File: src/kped_pkg.sv
package kped_pkg;

    localparam int ROW_W  = 3;
    localparam int COL_W  = 4;
    localparam int MODE_W = 2;

    localparam int ROWS_DEFAULT = 6;
    localparam int COLS_DEFAULT = 9;

    typedef enum logic [MODE_W-1:0] {
        MODE_NORMAL = 2'd0,
        MODE_SHIFT  = 2'd1,
        MODE_ALPHA  = 2'd2
    } mode_t;

    typedef enum logic {
        EVENT_PRESS   = 1'b0,
        EVENT_RELEASE = 1'b1
    } event_kind_t;

    // Per-key status: released, or the press-time mode plus one
    localparam logic [MODE_W-1:0] STATUS_RELEASED = 2'd0;

    localparam logic [ROW_W-1:0] SHIFT_KEY_ROW = 3'd0;
    localparam logic [ROW_W-1:0] ALPHA_KEY_ROW = 3'd1;
    localparam logic [COL_W-1:0] MODIFIER_KEY_COL = 4'd0;

endpackage

File: src/keypad_edge_detector_with_modifiers.sv
// Keypad edge detector with sticky modifiers. Each sample item (row, column,
// level) is checked against the stored state of that key: a released key read
// high gives a press event carrying the current sticky mode, a pressed key read
// low gives a release event carrying the mode stored at its press, anything
// else (no edge, or a key outside the ROWS x COLS matrix) gives no event.
// Flags report the sticky mode as it was before the item. One sample item is
// taken every cycle while the event side keeps up; an event is presented on
// the event channel after stage 1 and the output register: the accepting
// edge captures the sample together with the registered read of the per-key
// status memory, and the edge logic result is then loaded into the output
// register once it is free or being taken. Back-to-back samples of the same
// key are handled by a bypass around the memory. The status memory has a valid
// flop per key cleared by reset, so the block is ready straight out of reset.
module keypad_edge_detector_with_modifiers #(
    parameter int ROWS = kped_pkg::ROWS_DEFAULT,
    parameter int COLS = kped_pkg::COLS_DEFAULT
) (
    input  logic                        clk,
    input  logic                        rst_n,

    input  logic                        sample_valid,
    output logic                        sample_ready,
    input  logic [kped_pkg::ROW_W-1:0]  row,
    input  logic [kped_pkg::COL_W-1:0]  column,
    input  logic                        level,

    output logic                        event_valid,
    input  logic                        event_ready,
    output logic                        event_kind,
    output logic [kped_pkg::ROW_W-1:0]  key_row,
    output logic [kped_pkg::COL_W-1:0]  key_column,
    output logic [kped_pkg::MODE_W-1:0] key_mode,
    output logic                        shift_flag,
    output logic                        alpha_flag
);

    localparam int KEYS  = ROWS * COLS;
    localparam int IDX_W = (KEYS > 1) ? $clog2(KEYS) : 1;

    // Status store
    logic [kped_pkg::MODE_W-1:0] status_mem [KEYS];
    logic [KEYS-1:0]             status_vld_reg;

    // Stage 1: captured sample and registered read
    logic                        s1_valid_reg;
    logic [kped_pkg::ROW_W-1:0]  s1_row_reg;
    logic [kped_pkg::COL_W-1:0]  s1_col_reg;
    logic                        s1_level_reg;
    logic                        s1_in_range_reg;
    logic [IDX_W-1:0]            s1_idx_reg;
    logic [kped_pkg::MODE_W-1:0] rd_data_reg;
    logic                        rd_vld_reg;
    logic                        byp_hit_reg;
    logic [kped_pkg::MODE_W-1:0] byp_data_reg;

    // Sticky mode
    kped_pkg::mode_t             mode_reg;
    kped_pkg::mode_t             mode_next;

    // Output register
    logic                        out_valid_reg;
    logic                        out_kind_reg;
    logic [kped_pkg::ROW_W-1:0]  out_row_reg;
    logic [kped_pkg::COL_W-1:0]  out_col_reg;
    logic [kped_pkg::MODE_W-1:0] out_mode_reg;
    logic                        out_shift_reg;
    logic                        out_alpha_reg;

    logic                        accept;
    logic                        s2_adv;
    logic                        in_range;
    logic [IDX_W-1:0]            idx;
    logic [kped_pkg::MODE_W-1:0] stored;
    logic                        press;
    logic                        release_edge;
    logic                        has_event;
    logic                        wr_en;
    logic [kped_pkg::MODE_W-1:0] wr_data;

    assign s2_adv       = s1_valid_reg && (!out_valid_reg || event_ready);
    assign sample_ready = !s1_valid_reg || s2_adv;
    assign accept       = sample_valid && sample_ready;

    assign in_range = (int'(row) < ROWS) && (int'(column) < COLS);
    assign idx      = IDX_W'(int'(row) * COLS + int'(column));

    // Newest write wins over the memory read
    assign stored = byp_hit_reg ? byp_data_reg :
                    (rd_vld_reg ? rd_data_reg : kped_pkg::STATUS_RELEASED);

    assign press        = s1_in_range_reg && (stored == kped_pkg::STATUS_RELEASED)
                          && s1_level_reg;
    assign release_edge = s1_in_range_reg && (stored != kped_pkg::STATUS_RELEASED)
                          && !s1_level_reg;
    assign has_event    = press || release_edge;
    assign wr_en        = s2_adv && has_event;
    assign wr_data      = press ? (kped_pkg::MODE_W'(mode_reg) + 2'd1)
                                : kped_pkg::STATUS_RELEASED;

    always_comb
    begin
        mode_next = mode_reg;
        if (press)
        begin
            if (s1_col_reg == kped_pkg::MODIFIER_KEY_COL
                && s1_row_reg == kped_pkg::SHIFT_KEY_ROW)
            begin
                mode_next = kped_pkg::MODE_SHIFT;
            end
            else if (s1_col_reg == kped_pkg::MODIFIER_KEY_COL
                     && s1_row_reg == kped_pkg::ALPHA_KEY_ROW)
            begin
                mode_next = kped_pkg::MODE_ALPHA;
            end
            else
            begin
                mode_next = kped_pkg::MODE_NORMAL;
            end
        end
    end

    always_ff @(posedge clk)
    begin
        if (wr_en)
        begin
            status_mem[s1_idx_reg] <= wr_data;
        end
        if (accept)
        begin
            rd_data_reg <= status_mem[idx];
        end
    end

    always_ff @(posedge clk or negedge rst_n)
    begin
        if (!rst_n)
        begin
            status_vld_reg <= '0;
        end
        else if (wr_en)
        begin
            status_vld_reg[s1_idx_reg] <= 1'b1;
        end
    end

    always_ff @(posedge clk or negedge rst_n)
    begin
        if (!rst_n)
        begin
            s1_valid_reg <= 1'b0;
        end
        else if (sample_ready)
        begin
            s1_valid_reg <= sample_valid;
        end
    end

    always_ff @(posedge clk)
    begin
        if (accept)
        begin
            s1_row_reg      <= row;
            s1_col_reg      <= column;
            s1_level_reg    <= level;
            s1_in_range_reg <= in_range;
            s1_idx_reg      <= idx;
            rd_vld_reg      <= status_vld_reg[idx] || (wr_en && s1_idx_reg == idx);
            byp_hit_reg     <= wr_en && (s1_idx_reg == idx);
            byp_data_reg    <= wr_data;
        end
    end

    always_ff @(posedge clk or negedge rst_n)
    begin
        if (!rst_n)
        begin
            mode_reg      <= kped_pkg::MODE_NORMAL;
            out_valid_reg <= 1'b0;
        end
        else if (s2_adv)
        begin
            mode_reg      <= mode_next;
            out_valid_reg <= has_event;
        end
        else if (event_ready)
        begin
            out_valid_reg <= 1'b0;
        end
    end

    always_ff @(posedge clk)
    begin
        if (wr_en)
        begin
            out_kind_reg  <= press ? kped_pkg::EVENT_PRESS : kped_pkg::EVENT_RELEASE;
            out_row_reg   <= s1_row_reg;
            out_col_reg   <= s1_col_reg;
            out_mode_reg  <= press ? kped_pkg::MODE_W'(mode_reg) : (stored - 2'd1);
            out_shift_reg <= (mode_reg == kped_pkg::MODE_SHIFT);
            out_alpha_reg <= (mode_reg == kped_pkg::MODE_ALPHA);
        end
    end

    assign event_valid = out_valid_reg;
    assign event_kind  = out_kind_reg;
    assign key_row     = out_row_reg;
    assign key_column  = out_col_reg;
    assign key_mode    = out_mode_reg;
    assign shift_flag  = out_shift_reg;
    assign alpha_flag  = out_alpha_reg;

`ifndef SYNTHESIS
    a_mode_legal: assert property (@(posedge clk) disable iff (!rst_n)
        event_valid |-> (key_mode != 2'd3) && !(shift_flag && alpha_flag))
        else $error("illegal mode on event item");

    a_shift_sticks: assert property (@(posedge clk) disable iff (!rst_n)
        (wr_en && press && s1_row_reg == kped_pkg::SHIFT_KEY_ROW
         && s1_col_reg == kped_pkg::MODIFIER_KEY_COL)
        |=> (mode_reg == kped_pkg::MODE_SHIFT))
        else $error("shift key press did not set shift mode");

    a_stall_only_when_full: assert property (@(posedge clk) disable iff (!rst_n)
        !sample_ready |-> (s1_valid_reg && out_valid_reg && !event_ready))
        else $error("sample stalled with room in the pipeline");

    a_write_clears_on_release: assert property (@(posedge clk) disable iff (!rst_n)
        (wr_en && release_edge) |=> status_vld_reg[$past(s1_idx_reg)])
        else $error("release not recorded in status store");
`endif

endmodule
File: config.mk
export PLATFORM = sky130hd
export DESIGN_NAME = keypad_edge_detector_with_modifiers
export DESIGN_NICKNAME = d
export VERILOG_FILES = /design/src/kped_pkg.sv /design/src/keypad_edge_detector_with_modifiers.sv
export SDC_FILE = /design/constraint.sdc
export NUM_CORES = 1
export LEC_CHECK = 0
export BUFFER_PORTS_ARGS = -buffer_cell sky130_fd_sc_hd__buf_2
export CORE_MARGIN = 4
export CORE_UTILIZATION = 45
export DETAILED_ROUTE_END_ITERATION = 8
export GPL_TIMING_DRIVEN = 0
export SLEW_MARGIN = 5
export SYNTH_ARGS = -nofsm -noshare
export SYNTH_HDL_FRONTEND = slang
export SYNTH_SLANG_ARGS = --single-unit
File: constraint.sdc
create_clock -name clk -period 3 [get_ports clk]
set_input_delay 0.15 -clock clk [delete_from_list [all_inputs] [get_ports clk]]
set_output_delay 0.15 -clock clk [all_outputs]
set_load 0.03 [all_outputs]
==> results.toml <==
[outcome]
status = "completed"

[die]
die_area_um2 = 20800
initial_core_util = 0.462
rows = 49
ioPinCount = 26
core_um2 = 18100
die_w_um = 144
die_h_um = 144

[cells_and_area]
areaGrowthSynthToFinish_pct = 14.5
fin_area_um2 = 9560
largest_reg_flops = 108
fillerInstances = 1442
nets = 584
diodes = 0
drive_above_1_share = 0.211

[critical_path]
start_kind = "input pin"
path_cells = "buf_2 -> ha_1 -> ha_1 -> fa_2 -> buf_2 -> clkbuf_4 -> buf_2 -> mux4_2 -> nand2_1 -> o311ai_0 -> a21o_1"
cp_top_family = "adder cells"
arrival_ns = 3.05
crit_top_cell = "buf_2"
critical_path.max_stage_delay_ns = 0.58
worst_setup_path_end_kind = "register"
worst-setup-path-type = "in -> reg"
r2r_slack_ns = 0.33
required_ns = 3.18
critPathMaxFanout = 10
cpMaxStageDelayCell = "fa_2"
path_buf_inv = 4

[pwr]
ir_worst_vdd_v = 0.000506
power_frac_comb = 0.145
fin_total_pwr_uw = 6430
p_sw_uw = 1590
p_clk_frac = 0.352
power.internal_uw = 4840
swShare = 0.247
seq_power_share = 0.503
leakage_uw = 0.00361
power.density_nw_per_um2 = 673

[clock_network]
clk_latency_ns = 0.43
cts-root-buf = "clkbuf_16"
cts_buffers = 17
cts_max_path_buffers = 2
cts.sinks = 199
cts_tree = "built"
h-tree-depth = 4
cts.clk_slew.worst_paths_ns = 0.07

[hold_path]
worstHoldPathType = "in -> reg"

[synthesis]
synthCells = 506
syn-cell-area_um2 = 8350
synth_seq_area_share = 0.681
syn-num-nets = 530
ys_ff_latch = 199
postSynth.asyncResetShare = 0.291
syn_area_per_cell_um2 = 16.5
synth-edff-count = 141
ys.flop_type = "edfxtp_1"
yosys_warnings = 0
synth.distinct_cells = 41

[timing]
hold_viol_final = 0
clock_skew_ns = 0.0123
setup_viol = 0
slew_viol_final = 0
rsz0062_at_grt = "false"
max_slew_margin = 0.375
fmax_ghz = 0.348
period_share = 0.957
min_period_ns = 2.87
worstMarginPinSlew_ns = 0.938

[placed_design]
placed_cell_area_um2 = 8810
io_buffers = 25
dp_hpwl_um = 11600
place_congestion = 0.802

[drt]
drc_errors = 0
avgRoutedWirePerCell_um = 21.6
antenna_left = 0
dr_total_vias = 4497
wirelength_um = 17300
via_per_inst = 5.61
drt_iter0_drc = 305
first_pass_iters = 4

[grt]
antenna_found_initial = 0
grt_start_max_net_pins = 59
grt_pass1_vias = 4865
grt_pass1_wl_um = 27600
grtUsageTotal = 0.180
overflow = 0

[flow_run]
cap_violations = 0
## power by group through the flow
stage                     sequential, uW  combinational (uW)  clock [uW]
after floorplan                     3290                 634           0
after global placement              3290                 891           0
after detailed placement            3290                 916           0
after CTS                           3230                 935        2300
after global routing                3250                1010        2430
final                               3240                 931        2260
## area by class of cell
| cell class | instances | area (um2) | area share |
|---|---|---|---|
| repair buffers | 38 | 275 | 0.0288 |
| clock buffers | 25 | 541 | 0.0566 |
| well taps | 229 | 287 | 0.0300 |
| clock inverters | 7 | 53.8 | 0.00563 |
| plain buffers | 31 | 154 | 0.0161 |
| multi-input cells | 268 | 2530 | 0.265 |
| flip-flops and latches | 199 | 5690 | 0.595 |
| inverters | 5 | 25.0 | 0.00262 |
## final timing paths
kind                            cells past startpoint                  to     startpoint
worst max-delay path                               11          rd_vld_reg         row[1]
worst min-delay path                                1       s1_row_reg[2]         row[2]
worst max register to register                      9   status_mem[20][1]    byp_hit_reg
worst min register to register                      0          key_row[2]  s1_row_reg[2]
max in group asynchronous                           2  status_vld_reg[18]          rst_n
min in group asynchronous                           2        s1_valid_reg          rst_n
## layer usage
layer	GRT usage	vias up	wire length [um]
li1	-	2039	-
met1	0.249	2352	7710
met2	0.291	92	8570
met3	0.0341	14	850
met4	0.0619	0	199
met5	0	-	0
## kinds of logic after synthesis
family	after synthesis	synth area share
flip-flops	199	0.681
AND/OR/NAND/NOR	111	0.0592
AO/OA/AOI/OAI	78	0.0695
multiplexers	57	0.136
buffers and inverters	39	0.0213
adder cells (fa/ha/maj)	12	0.0189
XOR/XNOR	10	0.0136
## synth_stat cells, types with 2 or more instances
| master | instances | area (um2) |
|---|---|---|
| a211oi_1 | 4 | 30.0 |
| a21o_1 | 2 | 15.0 |
| a21oi_1 | 6 | 30.0 |
| and2_1 | 3 | 18.8 |
| buf_1 | 3 | 11.3 |
| buf_2 | 5 | 25.0 |
| buf_4 | 2 | 15.0 |
| buf_6 | 2 | 22.5 |
| clkbuf_1 | 22 | 82.6 |
| dfrtp_1 | 58 | 1450 |
| edfxtp_1 | 141 | 4230 |
| ha_1 | 11 | 138 |
| inv_1 | 4 | 15.0 |
| mux2i_1 | 14 | 140 |
| mux4_1 | 8 | 210 |
| mux4_2 | 35 | 788 |
| nand2_1 | 17 | 63.8 |
| nand2b_1 | 4 | 25.0 |
| nand3_1 | 4 | 20.0 |
| nand3b_1 | 4 | 30.0 |
| nor2_1 | 65 | 244 |
| nor2b_1 | 6 | 37.5 |
| nor4_1 | 2 | 12.5 |
| o211a_1 | 2 | 20.0 |
| o211ai_1 | 2 | 15.0 |
| o21bai_1 | 54 | 405 |
| o311ai_0 | 3 | 26.3 |
| or3_1 | 3 | 18.8 |
| or3b_2 | 2 | 17.5 |
| xnor2_1 | 6 | 52.6 |
| xor2_1 | 2 | 17.5 |
## repair_timing
item                                   4_1_cts  5_1_grt
gates resized for setup                      8       11
buffers inserted                             0        1
hold buffers                                 9        1
setup endpoints to repair                   58       48
endpoints found under the hold margin        9       58
## stage by stage
stage,std cells,hold WS (ns),setup WS (ns),TNS [ns],utilization
after floorplan,506,-0.146,0.0450,0,-
after global placement,760,0.330,-1.32,-149.37,0.484
after detailed placement,762,0.331,-0.944,-7.51,0.487
after CTS,800,0.00581,0.0241,0,0.526
after global routing,802,0.0113,0.0111,0,0.528
final,802,0.0238,0.128,0,0.528
## cell usage in the layout, fill, tap and decap left out, types with 8 or more instances in the layout
master         Yosys  routed
buf_2              5      30
clkbuf_1          22      19
clkbuf_16          0      21
dfrtp_1           58      58
dlygate4sd3_1      0      10
edfxtp_1         141     141
ha_1              11      11
mux2i_1           14      14
mux4_1             8       8
mux4_2            35      35
nand2_1           17      14
nor2_1            65      63
o21bai_1          54      54
Note: power is estimated with default switching activity, not from simulation.
